`src/shps_pkg.sv`:
```
`timescale 1ns / 1ps
// ----------------------------------------------------------------------------
// shps_pkg: shared types and constants
// Widths, the hash seed, configuration register indexes and the small
// structs that pass control and status between the hash probe slot modules.
// ----------------------------------------------------------------------------
package shps_pkg;

  localparam int HASH_W    = 64;
  localparam int BYTE_W    = 8;
  localparam int SIZE_W    = 16;
  localparam int PROBE_W   = 16;
  localparam int CFG_IDX_W = 8;
  localparam int CFG_DAT_W = 16;
  localparam int CNT_W     = $clog2(HASH_W);
  localparam int PROD_W    = 33;

  localparam logic [HASH_W-1:0] HASH_SEED    = 64'd5381;
  localparam logic [SIZE_W-1:0] SIZE_RESET   = 16'd1024;
  localparam logic [SIZE_W-1:0] SIZE_MIN     = 16'd3;

  localparam logic [CFG_IDX_W-1:0] CFG_TABLE_SIZE = 8'd0;
  localparam logic [CFG_IDX_W-1:0] CFG_PROBE_MODE = 8'd1;

  localparam logic MODE_LINEAR = 1'b0;
  localparam logic MODE_DOUBLE = 1'b1;

  typedef struct packed {
    logic fold;
    logic reload;
  } hash_ctl_t;

  typedef struct packed {
    logic busy;
    logic done;
  } div_stat_t;

endpackage

```
`src/shps_if.sv`:
```
`timescale 1ns / 1ps
// ----------------------------------------------------------------------------
// shps_if: handshake channels of the hash probe slot unit
// Key byte channel, slot result channel and configuration write channel.
// ----------------------------------------------------------------------------
interface shps_key_if
  import shps_pkg::*;
  ();
  logic               valid;
  logic               ready;
  logic [BYTE_W-1:0]  key_byte;
  logic               last_byte;
  logic [PROBE_W-1:0] probe_number;

  modport source (output valid, key_byte, last_byte, probe_number, input ready);
  modport sink   (input valid, key_byte, last_byte, probe_number, output ready);
endinterface

interface shps_slot_if
  import shps_pkg::*;
  ();
  logic              valid;
  logic              ready;
  logic [SIZE_W-1:0] slot_index;

  modport source (output valid, slot_index, input ready);
  modport sink   (input valid, slot_index, output ready);
endinterface

interface shps_cfg_if
  import shps_pkg::*;
  ();
  logic                 valid;
  logic                 ready;
  logic [CFG_IDX_W-1:0] index;
  logic [CFG_DAT_W-1:0] data;

  modport source (output valid, index, data, input ready);
  modport sink   (input valid, index, data, output ready);
endinterface

```
`src/shps_hash_acc.sv`:
```
`timescale 1ns / 1ps
// ----------------------------------------------------------------------------
// shps_hash_acc: djb2 accumulator
// Folds one nonzero key byte per cycle while ctl.fold is set, as hash*33+byte modulo 2^64,
// and reloads the seed once a key has been handed off.
// ----------------------------------------------------------------------------
module shps_hash_acc
  import shps_pkg::*;
(
  input  logic              clk,
  input  logic              rst,
  input  hash_ctl_t         ctl,
  input  logic [BYTE_W-1:0] key_byte,
  output logic [HASH_W-1:0] acc
);

  logic [HASH_W-1:0] acc_next;

  always_comb begin
    acc_next = acc;
    if (ctl.reload) begin
      acc_next = HASH_SEED;
    end else if (ctl.fold && (key_byte != '0)) begin
      acc_next = (acc << 5) + acc + HASH_W'(key_byte);
    end
  end

  always_ff @(posedge clk) begin
    if (rst) begin
      acc <= HASH_SEED;
    end else begin
      acc <= acc_next;
    end
  end

endmodule

```
`src/shps_serial_mod.sv`:
```
`timescale 1ns / 1ps
// ----------------------------------------------------------------------------
// shps_serial_mod: bit-serial dual remainder unit
// Shifts a 64-bit dividend out one bit per cycle, most significant first,
// and keeps two restoring remainders against two moduli at once.
// ----------------------------------------------------------------------------
module shps_serial_mod
  import shps_pkg::*;
(
  input  logic              clk,
  input  logic              rst,
  input  logic              start,
  input  logic [HASH_W-1:0] dividend,
  input  logic [SIZE_W-1:0] mod_a,
  input  logic [SIZE_W-1:0] mod_b,
  output div_stat_t         stat,
  output logic [SIZE_W-1:0] rem_a,
  output logic [SIZE_W-1:0] rem_b
);

  logic [HASH_W-1:0] shreg;
  logic [CNT_W-1:0]  cnt;
  logic              busy;
  logic              done;
  logic [SIZE_W:0]   ra_sh;
  logic [SIZE_W:0]   rb_sh;
  logic [SIZE_W:0]   ra_next;
  logic [SIZE_W:0]   rb_next;

  // Each remainder stays below its modulus, so the shifted value is below
  // twice the modulus and one conditional subtract reduces it.
  always_comb begin
    ra_sh   = {rem_a, shreg[HASH_W-1]};
    rb_sh   = {rem_b, shreg[HASH_W-1]};
    ra_next = (ra_sh >= {1'b0, mod_a}) ? ra_sh - {1'b0, mod_a} : ra_sh;
    rb_next = (rb_sh >= {1'b0, mod_b}) ? rb_sh - {1'b0, mod_b} : rb_sh;
  end

  always_ff @(posedge clk) begin
    if (rst) begin
      busy <= 1'b0;
      done <= 1'b0;
      cnt  <= '0;
    end else begin
      done <= 1'b0;
      if (start) begin
        busy <= 1'b1;
        cnt  <= '0;
      end else if (busy) begin
        cnt <= cnt + 1'b1;
        if (cnt == CNT_W'(HASH_W - 1)) begin
          busy <= 1'b0;
          done <= 1'b1;
        end
      end
    end
  end

  always_ff @(posedge clk) begin
    if (start) begin
      shreg <= dividend;
      rem_a <= '0;
      rem_b <= '0;
    end else if (busy) begin
      shreg <= shreg << 1;
      rem_a <= ra_next[SIZE_W-1:0];
      rem_b <= rb_next[SIZE_W-1:0];
    end
  end

  assign stat.busy = busy;
  assign stat.done = done;

endmodule

```
`src/string_hash_probe_slot_unit.sv`:
```
`timescale 1ns / 1ps
// ----------------------------------------------------------------------------
// string_hash_probe_slot_unit: djb2 key hash to probe table slot
// Hashes keys byte by byte and returns a table slot for a probe number,
// by linear probing or double hashing.
// ----------------------------------------------------------------------------
// Usage:
//   key  : one key byte per item with last_byte and probe_number. A byte of
//          zero is skipped. A byte that is not last leaves key.ready high.
//   slot : one slot_index item for every item marked last_byte.
//   cfg  : index 0 writes table_size (below 3 acts as 3), index 1 writes
//          probe_mode. Other indexes are ignored. Always ready; write only
//          while no key is in progress.
// A last byte holds key.ready low while a bit-serial remainder unit
// runs its passes. Linear mode needs one pass, double hashing two
// passes plus a multiply. The serial pass sets the throughput on short
// keys. The result sits in an output register; while the receiver stalls
// the next key is still hashed, and a following last byte waits for the
// register to empty before its slot is written.
// Reset: synchronous; the accumulator reloads 5381, table_size 1024,
// probe_mode linear, the output register is emptied.
// ----------------------------------------------------------------------------
module string_hash_probe_slot_unit
  import shps_pkg::*;
(
  input  logic  clk,
  input  logic  rst,
  shps_key_if.sink    key,
  shps_slot_if.source slot,
  shps_cfg_if.sink    cfg
);

  typedef enum logic [6:0] {
    S_IDLE = 7'b0000001,
    S_LOAD = 7'b0000010,
    S_DIV1 = 7'b0000100,
    S_MUL  = 7'b0001000,
    S_SUM  = 7'b0010000,
    S_DIV2 = 7'b0100000,
    S_OUT  = 7'b1000000
  } state_t;

  state_t             state;
  state_t             state_next;
  logic [SIZE_W-1:0]  table_size;
  logic               probe_mode;
  logic [SIZE_W-1:0]  eff_size;
  logic [SIZE_W-1:0]  eff_size_m2;
  logic [PROBE_W-1:0] probe;
  logic [SIZE_W-1:0]  rem_h;
  logic [PROD_W-1:0]  prod;
  logic [SIZE_W-1:0]  out_slot;
  logic               out_valid;
  logic               key_acc;
  logic               out_load;
  hash_ctl_t          hash_ctl;
  div_stat_t          div_stat;
  logic               div_start;
  logic [HASH_W-1:0]  div_dividend;
  logic [HASH_W-1:0]  acc;
  logic [SIZE_W-1:0]  rem_a;
  logic [SIZE_W-1:0]  rem_b;

  assign eff_size    = (table_size < SIZE_MIN) ? SIZE_MIN : table_size;
  assign eff_size_m2 = eff_size - SIZE_W'(2);

  assign key.ready  = (state == S_IDLE);
  assign key_acc    = key.valid && key.ready;
  assign cfg.ready  = 1'b1;
  assign slot.valid = out_valid;
  assign slot.slot_index = out_slot;

  assign hash_ctl.fold   = key_acc;
  assign hash_ctl.reload = (state == S_LOAD);

  assign out_load = (state == S_OUT) && (!out_valid || slot.ready);

  shps_hash_acc u_hash (
    .clk      (clk),
    .rst      (rst),
    .ctl      (hash_ctl),
    .key_byte (key.key_byte),
    .acc      (acc)
  );

  // The first pass works on the hash itself in double hashing mode, or on
  // the wrapped sum hash+probe in linear mode. The second pass reduces the
  // double hashing sum, which stays below 2^33.
  always_comb begin
    div_start    = 1'b0;
    div_dividend = HASH_W'(rem_h) + HASH_W'(prod);
    if (state == S_LOAD) begin
      div_start    = 1'b1;
      div_dividend = (probe_mode == MODE_DOUBLE) ? acc : acc + HASH_W'(probe);
    end else if (state == S_SUM) begin
      div_start = 1'b1;
    end
  end

  shps_serial_mod u_mod (
    .clk      (clk),
    .rst      (rst),
    .start    (div_start),
    .dividend (div_dividend),
    .mod_a    (eff_size),
    .mod_b    (eff_size_m2),
    .stat     (div_stat),
    .rem_a    (rem_a),
    .rem_b    (rem_b)
  );

  always_comb begin
    state_next = state;
    unique case (state)
      S_IDLE: begin
        if (key_acc && key.last_byte) begin
          state_next = S_LOAD;
        end
      end
      S_LOAD: begin
        state_next = (probe_mode == MODE_DOUBLE) ? S_DIV1 : S_DIV2;
      end
      S_DIV1: begin
        if (div_stat.done) begin
          state_next = S_MUL;
        end
      end
      S_MUL: begin
        state_next = S_SUM;
      end
      S_SUM: begin
        state_next = S_DIV2;
      end
      S_DIV2: begin
        if (div_stat.done) begin
          state_next = S_OUT;
        end
      end
      S_OUT: begin
        if (out_load) begin
          state_next = S_IDLE;
        end
      end
      default: begin
        state_next = S_IDLE;
      end
    endcase
  end

  always_ff @(posedge clk) begin
    if (rst) begin
      state      <= S_IDLE;
      table_size <= SIZE_RESET;
      probe_mode <= MODE_LINEAR;
      out_valid  <= 1'b0;
    end else begin
      state <= state_next;
      if (cfg.valid && cfg.ready) begin
        unique case (cfg.index)
          CFG_TABLE_SIZE: table_size <= cfg.data[SIZE_W-1:0];
          CFG_PROBE_MODE: probe_mode <= cfg.data[0];
          default: ;
        endcase
      end
      if (out_load) begin
        out_valid <= 1'b1;
      end else if (slot.ready) begin
        out_valid <= 1'b0;
      end
    end
  end

  always_ff @(posedge clk) begin
    if (key_acc && key.last_byte) begin
      probe <= key.probe_number;
    end
    if (state == S_MUL) begin
      rem_h <= rem_a;
      prod  <= PROD_W'(probe) * PROD_W'({1'b0, rem_b} + 17'd1);
    end
    if (out_load) begin
      out_slot <= rem_a;
    end
  end

endmodule

```
`src/flat_wrapper.sv`:
```
// flat-port wrapper written by rule: the top's interface ports become plain ports
module string_hash_probe_slot_unit_flat import shps_pkg::*;
  (clk, rst, key_valid, key_key_byte, key_last_byte, key_probe_number, key_ready, slot_valid, slot_slot_index, slot_ready, cfg_valid, cfg_index, cfg_data, cfg_ready);
  shps_key_if key_i ();
  shps_slot_if slot_i ();
  shps_cfg_if cfg_i ();
  input  logic clk;
  input  logic rst;
  input wire logic [$bits(key_i.valid)-1:0] key_valid;
  input wire logic [$bits(key_i.key_byte)-1:0] key_key_byte;
  input wire logic [$bits(key_i.last_byte)-1:0] key_last_byte;
  input wire logic [$bits(key_i.probe_number)-1:0] key_probe_number;
  output wire logic [$bits(key_i.ready)-1:0] key_ready;
  output wire logic [$bits(slot_i.valid)-1:0] slot_valid;
  output wire logic [$bits(slot_i.slot_index)-1:0] slot_slot_index;
  input wire logic [$bits(slot_i.ready)-1:0] slot_ready;
  input wire logic [$bits(cfg_i.valid)-1:0] cfg_valid;
  input wire logic [$bits(cfg_i.index)-1:0] cfg_index;
  input wire logic [$bits(cfg_i.data)-1:0] cfg_data;
  output wire logic [$bits(cfg_i.ready)-1:0] cfg_ready;
  assign key_i.valid = key_valid;
  assign key_i.key_byte = key_key_byte;
  assign key_i.last_byte = key_last_byte;
  assign key_i.probe_number = key_probe_number;
  assign key_ready = key_i.ready;
  assign slot_valid = slot_i.valid;
  assign slot_slot_index = slot_i.slot_index;
  assign slot_i.ready = slot_ready;
  assign cfg_i.valid = cfg_valid;
  assign cfg_i.index = cfg_index;
  assign cfg_i.data = cfg_data;
  assign cfg_ready = cfg_i.ready;
  string_hash_probe_slot_unit u_core (.clk(clk), .rst(rst), .key(key_i), .slot(slot_i), .cfg(cfg_i));
endmodule
```
`config.mk`:
```
export PLATFORM = sky130hd
export DESIGN_NAME = string_hash_probe_slot_unit_flat
export DESIGN_NICKNAME = d
export VERILOG_FILES = /design/src/shps_pkg.sv /design/src/shps_if.sv /design/src/shps_hash_acc.sv /design/src/shps_serial_mod.sv /design/src/string_hash_probe_slot_unit.sv /design/src/flat_wrapper.sv
export SDC_FILE = /design/constraint.sdc
export NUM_CORES = 2
export LEC_CHECK = 0
export ABC_AREA = 1
export BUFFER_PORTS_ARGS = -buffer_cell sky130_fd_sc_hd__buf_2
export CELL_PAD_IN_SITES_DETAIL_PLACEMENT = 1
export CELL_PAD_IN_SITES_GLOBAL_PLACEMENT = 1
export CORE_ASPECT_RATIO = 1.1
export CORE_MARGIN = 2
export CORE_UTILIZATION = 51
export DETAILED_ROUTE_END_ITERATION = 8
export PLACE_DENSITY = 0.89
export REMOVE_ABC_BUFFERS = 1
export SETUP_SLACK_MARGIN = 0.02
export SYNTH_ARGS = -nofsm -noshare
export SYNTH_HDL_FRONTEND = slang
export SYNTH_SLANG_ARGS = --single-unit
```
`constraint.sdc`:
```
create_clock -name clk -period 13.5 [get_ports clk]
set_clock_uncertainty 0.15 [all_clocks]
set_input_delay 0 -clock clk [delete_from_list [all_inputs] [get_ports clk]]
set_output_delay 0 -clock clk [all_outputs]
set_load 0.03 [all_outputs]
```
==> impl_metrics.csv <==
group,metric,value,unit
status,status,"finished, violations left",
status,violations,"negative hold slack",
logic_synthesis,syn_inst,4793,
drt,routed_wl,140000,µm
timing,finalSetupViolCount,0,
clock_tree,clockBufferDepth,3,
logic_synthesis,yosys.area_share.simple,30.1,%
logic_synthesis,synth_edf_count,145,
logic_synthesis,synth_xor_xnor_area_share,2.95,%
worst_setup_path,cp_slowest_stage_delay,830,ps
drt,postRouteAntennaNets,0,
worst_setup_path,cpMaxStageDelayCell,"dfxtp_1",
logic_synthesis,yosysTopAreaCellShare,16.0,%
logic_synthesis,synth-compound-area-share,8.53,%
logic_synthesis,synth_top_family_by_area,"simple AND/OR/NAND/NOR gates",
drt,drt_iter0_markers,2320,
worst_setup_path,required,13670,ps
worst_setup_path,critPathKind,"flip-flop to flip-flop",
logic_synthesis,synth-adder-area-share,24.7,%
global_route,grt_pass1_vias,36700,
worst_setup_path,critPathTopFamily,"adder cells",
layout,area_growth,8.83,%
worst_setup_path,critPathLaunchType,"flip-flop",
layout,drive_gt1_share,3.77,%
timing,slew_headroom,23.7,%
layout,fin_util,56.2,%
timing,worstMarginPinSlew,1140,ps
floorplan,initial_core_util,51.6,%
global_route,grt_max_degree,67,
floorplan,rows,96,
worst_setup_path,endpoint_kind,"flip-flop",
clock_tree,holdBufCountCts,51,
floorplan,dieHeight,268,µm
logic_synthesis,yosysWarningCount,0,
timing,finalCritPeriodShare,66.0,%
worst_setup_path,crit_arrival,9080,ps
clock_tree,cts_root_buffer,"clkbuf_16",
floorplan,dieArea,65400,µm²
logic_synthesis,avgSynthCellArea,6.74,µm²
timing,rsz0062_at_grt,"no",
logic_synthesis,yosys-top-cells-area,"nand2_1 16%, edfxtp_1 13%, fa_1 13%, ha_1 11%, inv_1 11%",
logic_synthesis,syn_area,32300,µm²
drt,wl_per_cell,24.4,µm
clock_tree,tritoncts,"done",
clock_tree,post_cts_resized,0,
timing,fin_crit,8910,ps
clock_tree,clkSinkCount,274,
timing,maxSlewViolCount,0,
logic_synthesis,synth_seq_cells,274,
clock_tree,htreeDepth,2,
drt,drc,0,
floorplan,core,62600,µm²
logic_synthesis,synthFlopType,"edfxtp_1",
worst_setup_path,path_buf_inv,6,
layout,nNetsFinal,5445,
clock_tree,post_cts_buffers,0,
drt,viasPerCell,5.93,
global_route,grt_first_pass_wirelength,212000,µm
run,drv_cap,0,
placed_design,gp_congestion,1.00,
timing,timing.final.hold_violations,2,
global_route,antenna_found_initial,6,
drt,num_vias,34000,
logic_synthesis,synth_cell_types,51,
clock_tree,clk_pin_slew,80,ps
hold_path,hp-class,"primary input to flip-flop",
clock_tree,cts_buffers,34,
logic_synthesis,synth_seq_area_share,21.5,%
logic_synthesis,yosysTopAreaCell,"nand2_1",
floorplan,ios,73,
floorplan,die_w,244,µm
global_route,grt-ovfl-total,0,
placed_design,port_buffers,71,
placed_design,dp.final_hpwl,105000,µm
clock_tree,clk_latency,630,ps
logic_synthesis,synth_mux_area_share,0,%
timing,hold_slack,-17.0,ps
logic_synthesis,ys_async_sr_fraction,0,%
layout,fillerInstances,8451,
global_route,grt.total_usage,42.7,%
timing,fin_setup_tns,0,ps
drt,firstDrtPassIters,6,
timing,fmax,0.112,GHz
worst_setup_path,crit_fanout,16,
[routing by layer]
layer  global-route usage, %  up-vias  share of wire, %
li1                        -    15300                 -
met1                    43.5    16400                34
met2                    74.6     1583                48
met3                    8.64      781               6.7
met4                    38.2        2                11
met5                       0        -             0.012
[worst paths after layout]
check / start / to / slack (ps) / cells past startpoint
min reg2reg: u_core.u_mod.cnt[0] / u_core.u_mod.cnt[0] / 370 / 2
max: u_core.u_mod.rem_b[0] / u_core.prod[28] / 4590 / 25
min: key_probe_number[5] / u_core.probe[5] / -20 / 2
max reg2reg: u_core.u_mod.rem_b[0] / u_core.prod[28] / 4590 / 25
[worst register-to-register path, cell delays in order, from the launching register on]
cell,delay [ps]
dfxtp_1,830
inv_2,290
nor3_4,330
nand2_1,110
o21ai_0,170
nand2_1,480
inv_1,530
nand2_1,400
fa_1,810
inv_1,150
fa_1,530
ha_1,420
fa_1,540
fa_1,560
inv_1,80
fa_1,580
inv_1,70
ha_1,460
nand2_1,210
inv_1,90
a21oi_1,200
o21ai_0,100
nand2_1,80
nand4_1,120
a21boi_0,280
xor2_1,100
[layout by cell type, fill, tap and decap left out, types with 9 or more instances in the layout]
| cell | count |
|---|---|
| a21oi_1 | 247 |
| buf_4 | 13 |
| dlygate4sd3_1 | 53 |
| nand4_1 | 81 |
| o21ai_0 | 174 |
| inv_1 | 941 |
| inv_2 | 9 |
| nor3_1 | 66 |
| clkinv_1 | 11 |
| clkbuf_16 | 37 |
| nand2_1 | 1378 |
| dfxtp_1 | 129 |
| or2_2 | 22 |
| buf_2 | 71 |
| nand3b_1 | 12 |
| nor4_1 | 15 |
| fa_1 | 216 |
| nand3_1 | 312 |
| nor2_1 | 445 |
| ha_1 | 293 |
| o211ai_1 | 26 |
| xnor2_1 | 39 |
| xor2_1 | 68 |
| o21bai_1 | 20 |
| a21o_1 | 9 |
| edfxtp_1 | 145 |
[cells in the mapped netlist, types with 15 or more instances]
master and number:
o211ai_1 26, nand3_1 312, edfxtp_1 145, buf_2 19
xor2_1 68, nor4_1 15, nand4_1 81, clkbuf_1 47
a21oi_1 247, fa_1 216, ha_1 293, inv_1 943
o21ai_0 174, nor3_1 66, or2_2 22, nor2_1 446
xnor2_1 39, o21bai_1 20, nand2_1 1380, dfxtp_1 129
[sequential cells by signal (all words and copies together) (netlist names), 6 cells and up]
name                    count
u_core.probe               16
u_core.prod                33
u_core.rem_h               16
u_core.slot.slot_index     16
u_core.state                7
u_core.table_size          16
u_core.u_hash.acc          64
u_core.u_mod.cnt            6
u_core.u_mod.rem_a         16
u_core.u_mod.rem_b         16
u_core.u_mod.shreg         64
[through the flow]
step           worst slack, ps  instances  instance area [µm²]
2_1_floorplan             6710       4709                32000
3_3_place_gp              5580       5626                33500
3_5_place_dp              5260       5626                33500
4_1_cts                   5200       5739                35100
5_1_grt                   4350       5741                35200
6_report                  4590       5743                35200
[logic make-up after synthesis]
family	after synthesis
flops	274
compound gates	508
other cells	1
buf+inv	1042
fa+ha+maj	509
xor+xnor	108
simple gates	2351
[layout make-up]
| type | count | area, µm² | area share [%] |
|---|---|---|---|
| Inverter | 958 | 3600 | 10.2 |
| Clock buffer | 43 | 988 | 2.81 |
| Clock inverter | 19 | 181 | 0.516 |
| Multi-Input combinational cell | 3477 | 21400 | 60.9 |
| Antenna cell | 2 | 5.00 | 0.0142 |
| Timing Repair Buffer | 137 | 983 | 2.80 |
| Sequential cell | 274 | 6940 | 19.7 |
| Tap cell | 833 | 1040 | 2.96 |
Power is left out: the tool's default activity adds up to more than one toggle a clock period on the data nets, which glitch-free logic cannot reach.
